--- config.mk ---
export PLATFORM = sky130hd
export DESIGN_NAME = cartridge_bank_controller_top_flat
export DESIGN_NICKNAME = d
export VERILOG_FILES = /design/src/cbc_pkg.sv /design/src/cbc_if.sv /design/src/cartridge_bank_controller_top.sv /design/src/cbc_decode.sv /design/src/flat_wrapper.sv
export SDC_FILE = /design/constraint.sdc
export NUM_CORES = 1
export LEC_CHECK = 0
export BUFFER_PORTS_ARGS = -buffer_cell sky130_fd_sc_hd__buf_2
export CAP_MARGIN = 20
export CORE_AREA = 3 3 137 73
export DETAILED_ROUTE_END_ITERATION = 16
export DIE_AREA = 0 0 140 76
export GPL_ROUTABILITY_DRIVEN = 0
export PLACE_DENSITY = 0.55
export SYNTH_ARGS = -nofsm -noshare
export SYNTH_HDL_FRONTEND = slang
export SYNTH_HIERARCHICAL = 1
export SYNTH_SLANG_ARGS = --single-unit
--- constraint.sdc ---
create_clock -name clk -period 6.4 [get_ports clk]
set_input_delay 0.32 -clock clk [delete_from_list [all_inputs] [get_ports clk]]
set_output_delay 0.32 -clock clk [all_outputs]
set_load 0.02 [all_outputs]
--- src/cbc_pkg.sv ---
// Shared types and constants for the cartridge bank controller.
// Depends on nothing; every other file of the block imports it.
package cbc_pkg;

    // Controller kinds held in the configuration register
    typedef enum logic [1:0] {
        KIND_NONE = 2'd0,
        KIND_MBC1 = 2'd1,
        KIND_MBC3 = 2'd2,
        KIND_MBC5 = 2'd3
    } cart_kind_t;

    localparam int unsigned ADDR_W       = 16;
    localparam int unsigned DATA_W       = 8;
    localparam int unsigned ROM_BANK_W   = 9;
    localparam int unsigned FIXED_BANK_W = 7;
    localparam int unsigned RAM_BANK_W   = 4;
    localparam int unsigned RTC_SEL_W    = 4;

    localparam logic [3:0]        RAM_GATE_KEY  = 4'hA;
    localparam logic [DATA_W-1:0] MBC3_BANK_MAX = 8'h07;
    localparam logic [DATA_W-1:0] MBC3_RTC_MAX  = 8'h0C;
    localparam logic [DATA_W-1:0] LATCH_ARM     = 8'h00;
    localparam logic [DATA_W-1:0] LATCH_FIRE    = 8'h01;

    // Bank state kept between writes
    typedef struct packed {
        logic [7:0] bank_low;
        logic [2:0] bank_high;
        logic       bank_mode;
        logic [3:0] xram_sel;
        logic [3:0] rtc_reg_sel;
        logic       latch_armed;
    } bank_state_t;

    // One result item
    typedef struct packed {
        logic                    handled;
        logic                    gate_upd;
        logic                    ram_gate_on;
        logic                    timer_upd;
        logic                    set_rom_bank;
        logic [ROM_BANK_W-1:0]   rom_bank;
        logic                    bank0_upd;
        logic [FIXED_BANK_W-1:0] bank0_num;
        logic                    xram_upd;
        logic [RAM_BANK_W-1:0]   xram_num;
        logic                    rtc_snap;
        logic [RTC_SEL_W-1:0]    rtc_select;
    } result_t;

    // Start values of the bank state for a given controller kind
    function automatic bank_state_t init_state(cart_kind_t kind);
        bank_state_t s;
        s = '0;
        if (kind == KIND_MBC1 || kind == KIND_MBC3)
        begin
            s.bank_low = 8'd1;
        end
        return s;
    endfunction

endpackage

--- src/cbc_if.sv ---
// Handshake channel interfaces for the cartridge bank controller.
// Depends on cbc_pkg for the field widths.
interface cbc_req_if;
    import cbc_pkg::*;
    logic              valid;
    logic              ready;
    logic [ADDR_W-1:0] addr;
    logic [DATA_W-1:0] wdata;
    modport source (output valid, output addr, output wdata, input ready);
    modport sink (input valid, input addr, input wdata, output ready);
endinterface

interface cbc_rsp_if;
    import cbc_pkg::*;
    logic                    valid;
    logic                    ready;
    logic                    handled;
    logic                    gate_upd;
    logic                    ram_gate_on;
    logic                    timer_upd;
    logic                    set_rom_bank;
    logic [ROM_BANK_W-1:0]   rom_bank;
    logic                    bank0_upd;
    logic [FIXED_BANK_W-1:0] bank0_num;
    logic                    xram_upd;
    logic [RAM_BANK_W-1:0]   xram_num;
    logic                    rtc_snap;
    logic [RTC_SEL_W-1:0]    rtc_select;
    modport source (
        output valid, output handled, output gate_upd, output ram_gate_on,
        output timer_upd, output set_rom_bank, output rom_bank,
        output bank0_upd, output bank0_num, output xram_upd,
        output xram_num, output rtc_snap, output rtc_select, input ready
    );
    modport sink (
        input valid, input handled, input gate_upd, input ram_gate_on,
        input timer_upd, input set_rom_bank, input rom_bank,
        input bank0_upd, input bank0_num, input xram_upd,
        input xram_num, input rtc_snap, input rtc_select, output ready
    );
endinterface

interface cbc_cfg_if;
    logic       valid;
    logic       ready;
    logic [1:0] cart_kind;
    modport source (output valid, output cart_kind, input ready);
    modport sink (input valid, input cart_kind, output ready);
endinterface

--- src/cartridge_bank_controller_top.sv ---
// Top level of the cartridge bank controller: bank state, result register.
// Depends on cbc_pkg, the channel interfaces in cbc_if and cbc_decode.
//
// Usage:
//   req carries one CPU write (addr, wdata) per item. Each accepted item
//   yields exactly one result item on rsp, reporting the mapping updates
//   the write causes (RAM gate, ROM bank, fixed bank, RAM bank, RTC latch
//   and RTC register select).
//   cfg writes the controller kind (none, MBC1, MBC3, MBC5); a write also
//   restores the bank state to its start values. cfg is always ready and
//   should be used only while no result is pending.
// Timing:
//   The result is registered: it is valid in the cycle after the write is
//   accepted. Throughput is one item per cycle while rsp is ready; the
//   decode sits between the bank state registers and the result register.
// Reset:
//   Kind returns to none, bank state clears, no result is pending.
// Stalls:
//   While rsp is stalled the result register holds its item; req stays
//   ready when the register empties in the same cycle.
module cartridge_bank_controller_top
    import cbc_pkg::*;
(
    input  logic      clk,
    input  logic      rst_n,
    cbc_req_if.sink   req,
    cbc_rsp_if.source rsp,
    cbc_cfg_if.sink   cfg
);

    cart_kind_t  kind_reg;
    bank_state_t state_reg;
    bank_state_t state_next;
    result_t     result_next;
    result_t     out_data_reg;
    logic        out_valid_reg;
    logic        req_fire;
    logic        rsp_fire;

    assign req.ready = !out_valid_reg || rsp.ready;
    assign cfg.ready = 1'b1;
    assign req_fire  = req.valid && req.ready;
    assign rsp_fire  = rsp.valid && rsp.ready;

    cbc_decode u_decode (
        .kind  (kind_reg),
        .cur   (state_reg),
        .addr  (req.addr),
        .wdata (req.wdata),
        .nxt   (state_next),
        .res   (result_next)
    );

    // Hold controller kind and bank state; reinitialise on a kind write
    always_ff @(posedge clk or negedge rst_n)
    begin
        if (!rst_n)
        begin
            kind_reg  <= KIND_NONE;
            state_reg <= init_state(KIND_NONE);
        end
        else if (cfg.valid)
        begin
            kind_reg  <= cart_kind_t'(cfg.cart_kind);
            state_reg <= init_state(cart_kind_t'(cfg.cart_kind));
        end
        else if (req_fire)
        begin
            state_reg <= state_next;
        end
    end

    // Result valid flag: set on accept, drop when taken
    always_ff @(posedge clk or negedge rst_n)
    begin
        if (!rst_n)
        begin
            out_valid_reg <= 1'b0;
        end
        else if (req_fire)
        begin
            out_valid_reg <= 1'b1;
        end
        else if (rsp_fire)
        begin
            out_valid_reg <= 1'b0;
        end
    end

    // Result payload: load on accept
    always_ff @(posedge clk)
    begin
        if (req_fire)
        begin
            out_data_reg <= result_next;
        end
    end

    assign rsp.valid        = out_valid_reg;
    assign rsp.handled      = out_data_reg.handled;
    assign rsp.gate_upd     = out_data_reg.gate_upd;
    assign rsp.ram_gate_on  = out_data_reg.ram_gate_on;
    assign rsp.timer_upd    = out_data_reg.timer_upd;
    assign rsp.set_rom_bank = out_data_reg.set_rom_bank;
    assign rsp.rom_bank     = out_data_reg.rom_bank;
    assign rsp.bank0_upd    = out_data_reg.bank0_upd;
    assign rsp.bank0_num    = out_data_reg.bank0_num;
    assign rsp.xram_upd     = out_data_reg.xram_upd;
    assign rsp.xram_num     = out_data_reg.xram_num;
    assign rsp.rtc_snap     = out_data_reg.rtc_snap;
    assign rsp.rtc_select   = out_data_reg.rtc_select;

endmodule

--- src/cbc_decode.sv ---
// Write decoder: turns one CPU write and the current bank state into the
// next bank state and the result item. Purely combinational; uses cbc_pkg.
module cbc_decode
    import cbc_pkg::*;
(
    input  cart_kind_t        kind,
    input  bank_state_t       cur,
    input  logic [ADDR_W-1:0] addr,
    input  logic [DATA_W-1:0] wdata,
    output bank_state_t       nxt,
    output result_t           res
);

    logic [4:0] low5;
    logic [6:0] low7;
    logic       gate_on;

    // Zero ROM bank maps to one on MBC1 and MBC3
    assign low5    = (wdata[4:0] == 5'd0) ? 5'd1 : wdata[4:0];
    assign low7    = (wdata[6:0] == 7'd0) ? 7'd1 : wdata[6:0];
    assign gate_on = (wdata[3:0] == RAM_GATE_KEY);

    // Decode the write by controller kind and address window
    always_comb
    begin
        nxt = cur;
        res = '0;
        unique case (kind)
            KIND_MBC1:
            begin
                if (!addr[15])
                begin
                    res.handled = 1'b1;
                    unique case (addr[14:13])
                        2'b00:
                        begin
                            res.gate_upd    = 1'b1;
                            res.ram_gate_on = gate_on;
                        end
                        2'b01:
                        begin
                            nxt.bank_low     = {3'b000, low5};
                            res.set_rom_bank = 1'b1;
                            res.rom_bank     = (ROM_BANK_W'(cur.bank_high) << 5)
                                               | ROM_BANK_W'(low5);
                        end
                        2'b10:
                        begin
                            nxt.bank_high    = {1'b0, wdata[1:0]};
                            res.set_rom_bank = 1'b1;
                            res.rom_bank     = (ROM_BANK_W'(wdata[1:0]) << 5)
                                               | ROM_BANK_W'(cur.bank_low);
                            if (cur.bank_mode)
                            begin
                                res.bank0_upd = 1'b1;
                                res.bank0_num = {wdata[1:0], 5'd0};
                            end
                        end
                        default:
                        begin
                            nxt.bank_mode = wdata[0];
                            if (wdata[0])
                            begin
                                res.bank0_upd = 1'b1;
                                res.bank0_num = FIXED_BANK_W'(cur.bank_high) << 5;
                            end
                        end
                    endcase
                end
            end
            KIND_MBC3:
            begin
                if (!addr[15])
                begin
                    res.handled = 1'b1;
                    unique case (addr[14:13])
                        2'b00:
                        begin
                            res.gate_upd    = 1'b1;
                            res.timer_upd   = 1'b1;
                            res.ram_gate_on = gate_on;
                        end
                        2'b01:
                        begin
                            nxt.bank_low     = {1'b0, low7};
                            res.set_rom_bank = 1'b1;
                            res.rom_bank     = ROM_BANK_W'(low7);
                        end
                        2'b10:
                        begin
                            // RAM bank select up to 07h, RTC register select up to 0Ch, else ignored
                            if (wdata <= MBC3_BANK_MAX)
                            begin
                                nxt.bank_high = wdata[2:0];
                                res.xram_upd  = 1'b1;
                                res.xram_num  = {1'b0, wdata[2:0]};
                            end
                            else if (wdata <= MBC3_RTC_MAX)
                            begin
                                nxt.rtc_reg_sel = wdata[3:0];
                            end
                        end
                        default:
                        begin
                            // Arm on zero, fire on one while armed, any other value disarms
                            if (wdata == LATCH_FIRE && cur.latch_armed)
                            begin
                                nxt.latch_armed = 1'b0;
                                res.rtc_snap    = 1'b1;
                            end
                            else if (wdata == LATCH_ARM)
                            begin
                                nxt.latch_armed = 1'b1;
                            end
                            else
                            begin
                                nxt.latch_armed = 1'b0;
                            end
                        end
                    endcase
                    res.rtc_select = nxt.rtc_reg_sel;
                end
            end
            KIND_MBC5:
            begin
                if (!addr[15] && addr[14:13] != 2'b11)
                begin
                    res.handled = 1'b1;
                    unique case (addr[14:13])
                        2'b00:
                        begin
                            res.gate_upd    = 1'b1;
                            res.ram_gate_on = gate_on;
                        end
                        2'b01:
                        begin
                            res.set_rom_bank = 1'b1;
                            if (!addr[12])
                            begin
                                nxt.bank_low = wdata;
                                res.rom_bank = {cur.bank_high[0], wdata};
                            end
                            else
                            begin
                                nxt.bank_high = {2'b00, wdata[0]};
                                res.rom_bank  = {wdata[0], cur.bank_low};
                            end
                        end
                        default:
                        begin
                            nxt.xram_sel = wdata[3:0];
                            res.xram_upd = 1'b1;
                            res.xram_num = wdata[3:0];
                        end
                    endcase
                end
            end
            default:
            begin
                // No controller: ignore the write
                nxt = cur;
            end
        endcase
    end

endmodule
--- src/flat_wrapper.sv ---
// flat-port wrapper written by rule: the top's interface ports become plain ports
module cartridge_bank_controller_top_flat import cbc_pkg::*;
  (clk, rst_n, req_valid, req_addr, req_wdata, req_ready, rsp_valid, rsp_handled, rsp_gate_upd, rsp_ram_gate_on, rsp_timer_upd, rsp_set_rom_bank, rsp_rom_bank, rsp_bank0_upd, rsp_bank0_num, rsp_xram_upd, rsp_xram_num, rsp_rtc_snap, rsp_rtc_select, rsp_ready, cfg_valid, cfg_cart_kind, cfg_ready);
  cbc_req_if req_i ();
  cbc_rsp_if rsp_i ();
  cbc_cfg_if cfg_i ();
  input  logic clk;
  input  logic rst_n;
  input wire logic [$bits(req_i.valid)-1:0] req_valid;
  input wire logic [$bits(req_i.addr)-1:0] req_addr;
  input wire logic [$bits(req_i.wdata)-1:0] req_wdata;
  output wire logic [$bits(req_i.ready)-1:0] req_ready;
  output wire logic [$bits(rsp_i.valid)-1:0] rsp_valid;
  output wire logic [$bits(rsp_i.handled)-1:0] rsp_handled;
  output wire logic [$bits(rsp_i.gate_upd)-1:0] rsp_gate_upd;
  output wire logic [$bits(rsp_i.ram_gate_on)-1:0] rsp_ram_gate_on;
  output wire logic [$bits(rsp_i.timer_upd)-1:0] rsp_timer_upd;
  output wire logic [$bits(rsp_i.set_rom_bank)-1:0] rsp_set_rom_bank;
  output wire logic [$bits(rsp_i.rom_bank)-1:0] rsp_rom_bank;
  output wire logic [$bits(rsp_i.bank0_upd)-1:0] rsp_bank0_upd;
  output wire logic [$bits(rsp_i.bank0_num)-1:0] rsp_bank0_num;
  output wire logic [$bits(rsp_i.xram_upd)-1:0] rsp_xram_upd;
  output wire logic [$bits(rsp_i.xram_num)-1:0] rsp_xram_num;
  output wire logic [$bits(rsp_i.rtc_snap)-1:0] rsp_rtc_snap;
  output wire logic [$bits(rsp_i.rtc_select)-1:0] rsp_rtc_select;
  input wire logic [$bits(rsp_i.ready)-1:0] rsp_ready;
  input wire logic [$bits(cfg_i.valid)-1:0] cfg_valid;
  input wire logic [$bits(cfg_i.cart_kind)-1:0] cfg_cart_kind;
  output wire logic [$bits(cfg_i.ready)-1:0] cfg_ready;
  assign req_i.valid = req_valid;
  assign req_i.addr = req_addr;
  assign req_i.wdata = req_wdata;
  assign req_ready = req_i.ready;
  assign rsp_valid = rsp_i.valid;
  assign rsp_handled = rsp_i.handled;
  assign rsp_gate_upd = rsp_i.gate_upd;
  assign rsp_ram_gate_on = rsp_i.ram_gate_on;
  assign rsp_timer_upd = rsp_i.timer_upd;
  assign rsp_set_rom_bank = rsp_i.set_rom_bank;
  assign rsp_rom_bank = rsp_i.rom_bank;
  assign rsp_bank0_upd = rsp_i.bank0_upd;
  assign rsp_bank0_num = rsp_i.bank0_num;
  assign rsp_xram_upd = rsp_i.xram_upd;
  assign rsp_xram_num = rsp_i.xram_num;
  assign rsp_rtc_snap = rsp_i.rtc_snap;
  assign rsp_rtc_select = rsp_i.rtc_select;
  assign rsp_i.ready = rsp_ready;
  assign cfg_i.valid = cfg_valid;
  assign cfg_i.cart_kind = cfg_cart_kind;
  assign cfg_ready = cfg_i.ready;
  cartridge_bank_controller_top u_core (.clk(clk), .rst_n(rst_n), .req(req_i), .rsp(rsp_i), .cfg(cfg_i));
endmodule
; ---- Word-level counts from Yosys, hierarchy flattened
; Cells that the tools add are included.
[totals]
register_bits = 52
in_bits = 31
output_inout_bits = 35
word_cells = 131
[classes]
magnitude_cmp = 2
n_eq_ne = 23
n_mux = 56
bitwise = 4
n_reduce_logical = 27
[op_table]
columns = operator, n
row1 = $mux 21, 2
row2 = $mux 10, 4
row3 = $mux 8, 5
row4 = $mux 5, 7
row5 = $mux 11, 3
row6 = $pmux 11 s3, 1
row7 = $pmux 10 s3, 1
row8 = $mux 4, 6
row9 = $mux 3, 7
row10 = $pmux 10 s2, 1
row11 = $mux 18, 1
row12 = $ne 3x3->1 const B, 6
row13 = $pmux 8 s2, 1
row14 = $ne 3x2->1 const B, 5
row15 = $mux 14, 1
row16 = $mux 12, 1
row17 = $mux 1, 10
row18 = $pmux 5 s2, 1
row19 = $reduce_and 10->1, 1
row20 = $mux 9, 1
row21 = $pmux 3 s3, 1
row22 = $reduce_and 9->1, 1
row23 = $eq 2x2->1 const B, 4
row24 = $eq 8x1->1 const B, 1
row25 = 25 further kinds, 40

; ---- Logic depth before layout (Yosys ltp)
[logic_depth]
depth_word = 8
mapped_depth = 10
depth_no_buf = 8

; ---- Modules after synthesis
; Netlist, hierarchy kept.
[by_module_without_submodules]
columns = module, instances, cells_per_inst, area_each_um2, seq_area_each_um2
row1 = cartridge_bank_controller_top, 1, 140, 2029.4, 1561.5
row2 = cbc_decode, 1, 150, 1044.8, 0.0

; ---- Worst setup path after synthesis
; Ideal clock, no wire load.
[synth_timing]
path_kind = register to register
from = register u_core.out_valid_reg (netlist: u_core/rsp.valid)
to = register u_core.out_data_reg (netlist bit u_core/rsp.bank0_num[0]), enable pin
setup_ps = 422
arrival_ps = 2098
t_required_ps = 5978
path_slack_ps = 3881
stages_incl_launch_ff = 4
n_path_buf = 1
period_less_slack_ps = 2519
path_cell_list = dfrtp_1 -> nor2b_4 -> buf_6 -> nor2_1
[synth_via]
elab_chain_len = 3
[synth_rtl]
columns = element, line
row1 = start: declaration, cartridge_bank_controller_top.sv:36  ; logic out_valid_reg;
row2 = start signal: assignment, cartridge_bank_controller_top.sv:78  ; out_valid_reg <= 1'b0;
row3 = start signal: assignment, cartridge_bank_controller_top.sv:82  ; out_valid_reg <= 1'b1;
row4 = start signal: assignment, cartridge_bank_controller_top.sv:86  ; out_valid_reg <= 1'b0;
row5 = $logic_not 1->1, cartridge_bank_controller_top.sv:40  ; assign req.ready = !out_valid_reg || rsp.ready;
row6 = $logic_or 1x1->1, cartridge_bank_controller_top.sv:40
row7 = $logic_and 1x1->1, cartridge_bank_controller_top.sv:42  ; assign req_fire = req.valid && req.ready;
row8 = net u_core.req_fire, cartridge_bank_controller_top.sv:37  ; logic req_fire;
row9 = end signal: assignment, cartridge_bank_controller_top.sv:95  ; out_data_reg <= result_next;
row10 = end: declaration, cartridge_bank_controller_top.sv:35  ; result_t out_data_reg;
; The timed path passes the listed nets, and every way through them passes these cells.
; A chain may end at the register's enable or synchronous reset.

; ---- Worst setup path after layout
[layout_timing]
from = register u_core.kind_reg[1]
to = register u_core/state_reg[3] (netlist name)
[layout_via]
elab_chain_len = 3
[layout_rtl]
columns = element, line
row1 = start: declaration, cartridge_bank_controller_top.sv:31  ; cart_kind_t kind_reg;
row2 = start signal: assignment, cartridge_bank_controller_top.sv:64  ; kind_reg <= cart_kind_t'(cfg.cart_kind);
row3 = $eq 2x2->1, cbc_decode.sv:28  ; unique case (kind)
row4 = $reduce_bool 2->1 (no line), -
row5 = $reduce_and 3->1 (no line), -
row6 = end signal: assignment, cartridge_bank_controller_top.sv:60  ; state_reg <= init_state(KIND_NONE);
row7 = end signal: assignment, cartridge_bank_controller_top.sv:65  ; state_reg <= init_state(cart_kind_t'(cfg.cart_kind));
row8 = end signal: assignment, cartridge_bank_controller_top.sv:69  ; state_reg <= state_next;
row9 = end: declaration, cartridge_bank_controller_top.sv:32  ; bank_state_t state_reg;
; No other way between the ends.

==> impl_metrics.toml <==
[synth]
syn_area_um2 = 2880
syn_inst = 269
yosysWarningCount = 6
avgSynthCellArea_um2 = 10.7

[grt]
grtUsageTotal_pct = 12.7
gr-usage-met3_pct = 3.70
grt_first_pass_wirelength_mm = 10.9
antenna_found_initial = 0
use_met1_pct = 17.5
grt_pass1_vias = 2012
grt_max_degree = 33
gr-usage-met2_pct = 19.9
gr-max-usage-layer = "met2"
grt_overflow_total = 0

[run]
drv_cap = 0

[critical_path]
cpMaxStageDelayCell = "dfrtp_1"
cp_cell_sequence = "nand3b_1 > nor2_2 > mux2_2 > nand3_1 > a21oi_1"
crit_required_ns = 6.55
criticalPathCategory = "reg -> reg"
critPathTopFamily = "simple AND/OR/NAND/NOR gates"
critPathMaxStageDelay_ns = 0.74
end_kind = "flop"
worst-path-buf-inv = 0
cp.arrival_ns = 2.32
startpoint_type = "flop"
crit_path_max_fanout = 19

[pwr]
p_int_mw = 0.546
vdd_drop_max_mv = 0.110
combinationalPowerShare_pct = 13.4
pwr-share-clk_pct = 34.5
p_leak_nw = 1.31
p_total_mw = 0.734
p_sw_share_pct = 25.6
powerDensity_nw_per_um2 = 224
seqPwrFrac_pct = 52.1
p_sw_mw = 0.188

[final_layout]
drive_above_1_share_pct = 28.1
syn2layout_area_growth_pct = 13.7
finalNetCount = 340
largest_register_ffs = 17
fillers = 864
diodes = 0

[die]
std_cell_rows = 24
core_area_um2 = 8710
die-area_um2 = 10600
die_x_um = 140
initial_core_util_pct = 33.0
chipHeight_um = 76
io_pins = 66

[drt]
first_pass_iters = 4
initialDrtViolationCount = 220
vias = 2162
drc = 0
wire_per_inst_um = 16.3
wl_mm = 6.91
viasPerCell = 5.11
antenna_left = 0

[sta]
slew_headroom_pct = 53.9
hold_viol = 0
period_needed_ns = 2.16
fmax_mhz = 463
setup_violations = 0
setup_ws_ns = 4.24
min_period_over_period_pct = 33.8
tightestPinTransition_ns = 0.692
maxSlewViolCount = 0
skew_ns = 0.00432
grt_setup_unrepaired = "no"
fin_tns_setup_ns = 0

[clock_tree]
clock-root-buffer = "clkbuf_16"
htree_levels = 2
post_cts_buffers = 0
clk_latency_ns = 0.28
hold_buffers = 1
clk_path_buf_depth = 2
clkSinkCount = 52
cts_made_buffers = 5
cts_tree = "done"
cts_resized = 0
path_clk_slew_ns = 0.06

[place]
io_buffers = 52
pre_cts_slack_ns = 4.17
dp.final_hpwl_mm = 4.99

[status]
status = "finished, final reports clean"

[worst_hold_path]
hp-class = "in -> reg"
==> layout by cell type, fill, tap and decap left out, types with 3 or more instances in the layout <==
master and instances:
a21oi_1 22, a22o_1 7, a22oi_1 3, and3_1 3
buf_2 52, clkbuf_16 5, conb_1 6, dfrtp_1 20
edfxtp_1 32, ha_1 4, inv_1 9, inv_2 3
mux2_2 8, mux2_4 3, mux2i_1 4, nand2_1 12
nand3_1 22, nand3b_1 3, nor2_1 10, nor2_2 3
nor3_1 7, o211ai_1 3, o21ai_0 20, o21ai_1 3
==> layer usage <==
layer	up-vias	wire, um	share of wire (%)
met5	-	0	0
met4	0	45	0.65
met3	4	526	7.6
met2	79	3150	46
met1	1035	3190	46
li1	1044	-	-
==> path summary, 6_finish.rpt <==
kind | startpoint | end | depth (start not counted) | slack, ns
setup / recovery | u_core/kind_reg[1] | u_core/state_reg[3] | 5 | 4.24
hold / removal | cfg_cart_kind[1] | u_core/kind_reg[1] | 2 | 0.30
setup reg to reg | u_core/kind_reg[1] | u_core/state_reg[3] | 5 | 4.24
hold reg to reg | u_core/state_reg[4] | u_core/state_reg[4] | 2 | 0.54
max in group asynchronous | rst_n | u_core/state_reg[15] | 2 | 5.58
min in group asynchronous | rst_n | u_core/kind_reg[0] | 2 | 0.51
==> worst reg2reg max path, stage by stage (launching register included) <==
cell      delay, ns
dfrtp_1        0.74
nand3b_1       0.48
nor2_2         0.33
mux2_2         0.36
nand3_1        0.06
a21oi_1        0.07
==> power groups by stage <==
| stage | Clock (mW) | Combinational (mW) | Sequential, mW |
|---|---|---|---|
| floorplan | 0 | 0.0610 | 0.398 |
| global placement | 0 | 0.0962 | 0.389 |
| detailed placement | 0 | 0.0973 | 0.389 |
| CTS | 0.260 | 0.0981 | 0.382 |
| global route | 0.274 | 0.106 | 0.384 |
| finish | 0.253 | 0.0979 | 0.382 |
==> final cells by class <==
class	count	area (um^2)	share of cell area, %
clock inverter	2	11.3	0.344
clock buffer	6	129	3.94
multi-input combinational	180	1200	36.7
sequential	52	1460	44.7
timing repair buffer	54	278	8.50
inverter	12	45.0	1.38
tap	117	146	4.48
==> stage by stage <==
step	util (%)	cells	hold slack (ns)	cell area [um^2]
after CTS	37.5	423	0.294	3270
after global placement	35.8	414	0.291	3120
after detailed placement	35.8	414	0.298	3120
after floorplan	-	273	0.0244	2890
final	37.5	423	0.298	3270
after global routing	37.5	423	0.305	3270
(Power assumes the default switching activity.)
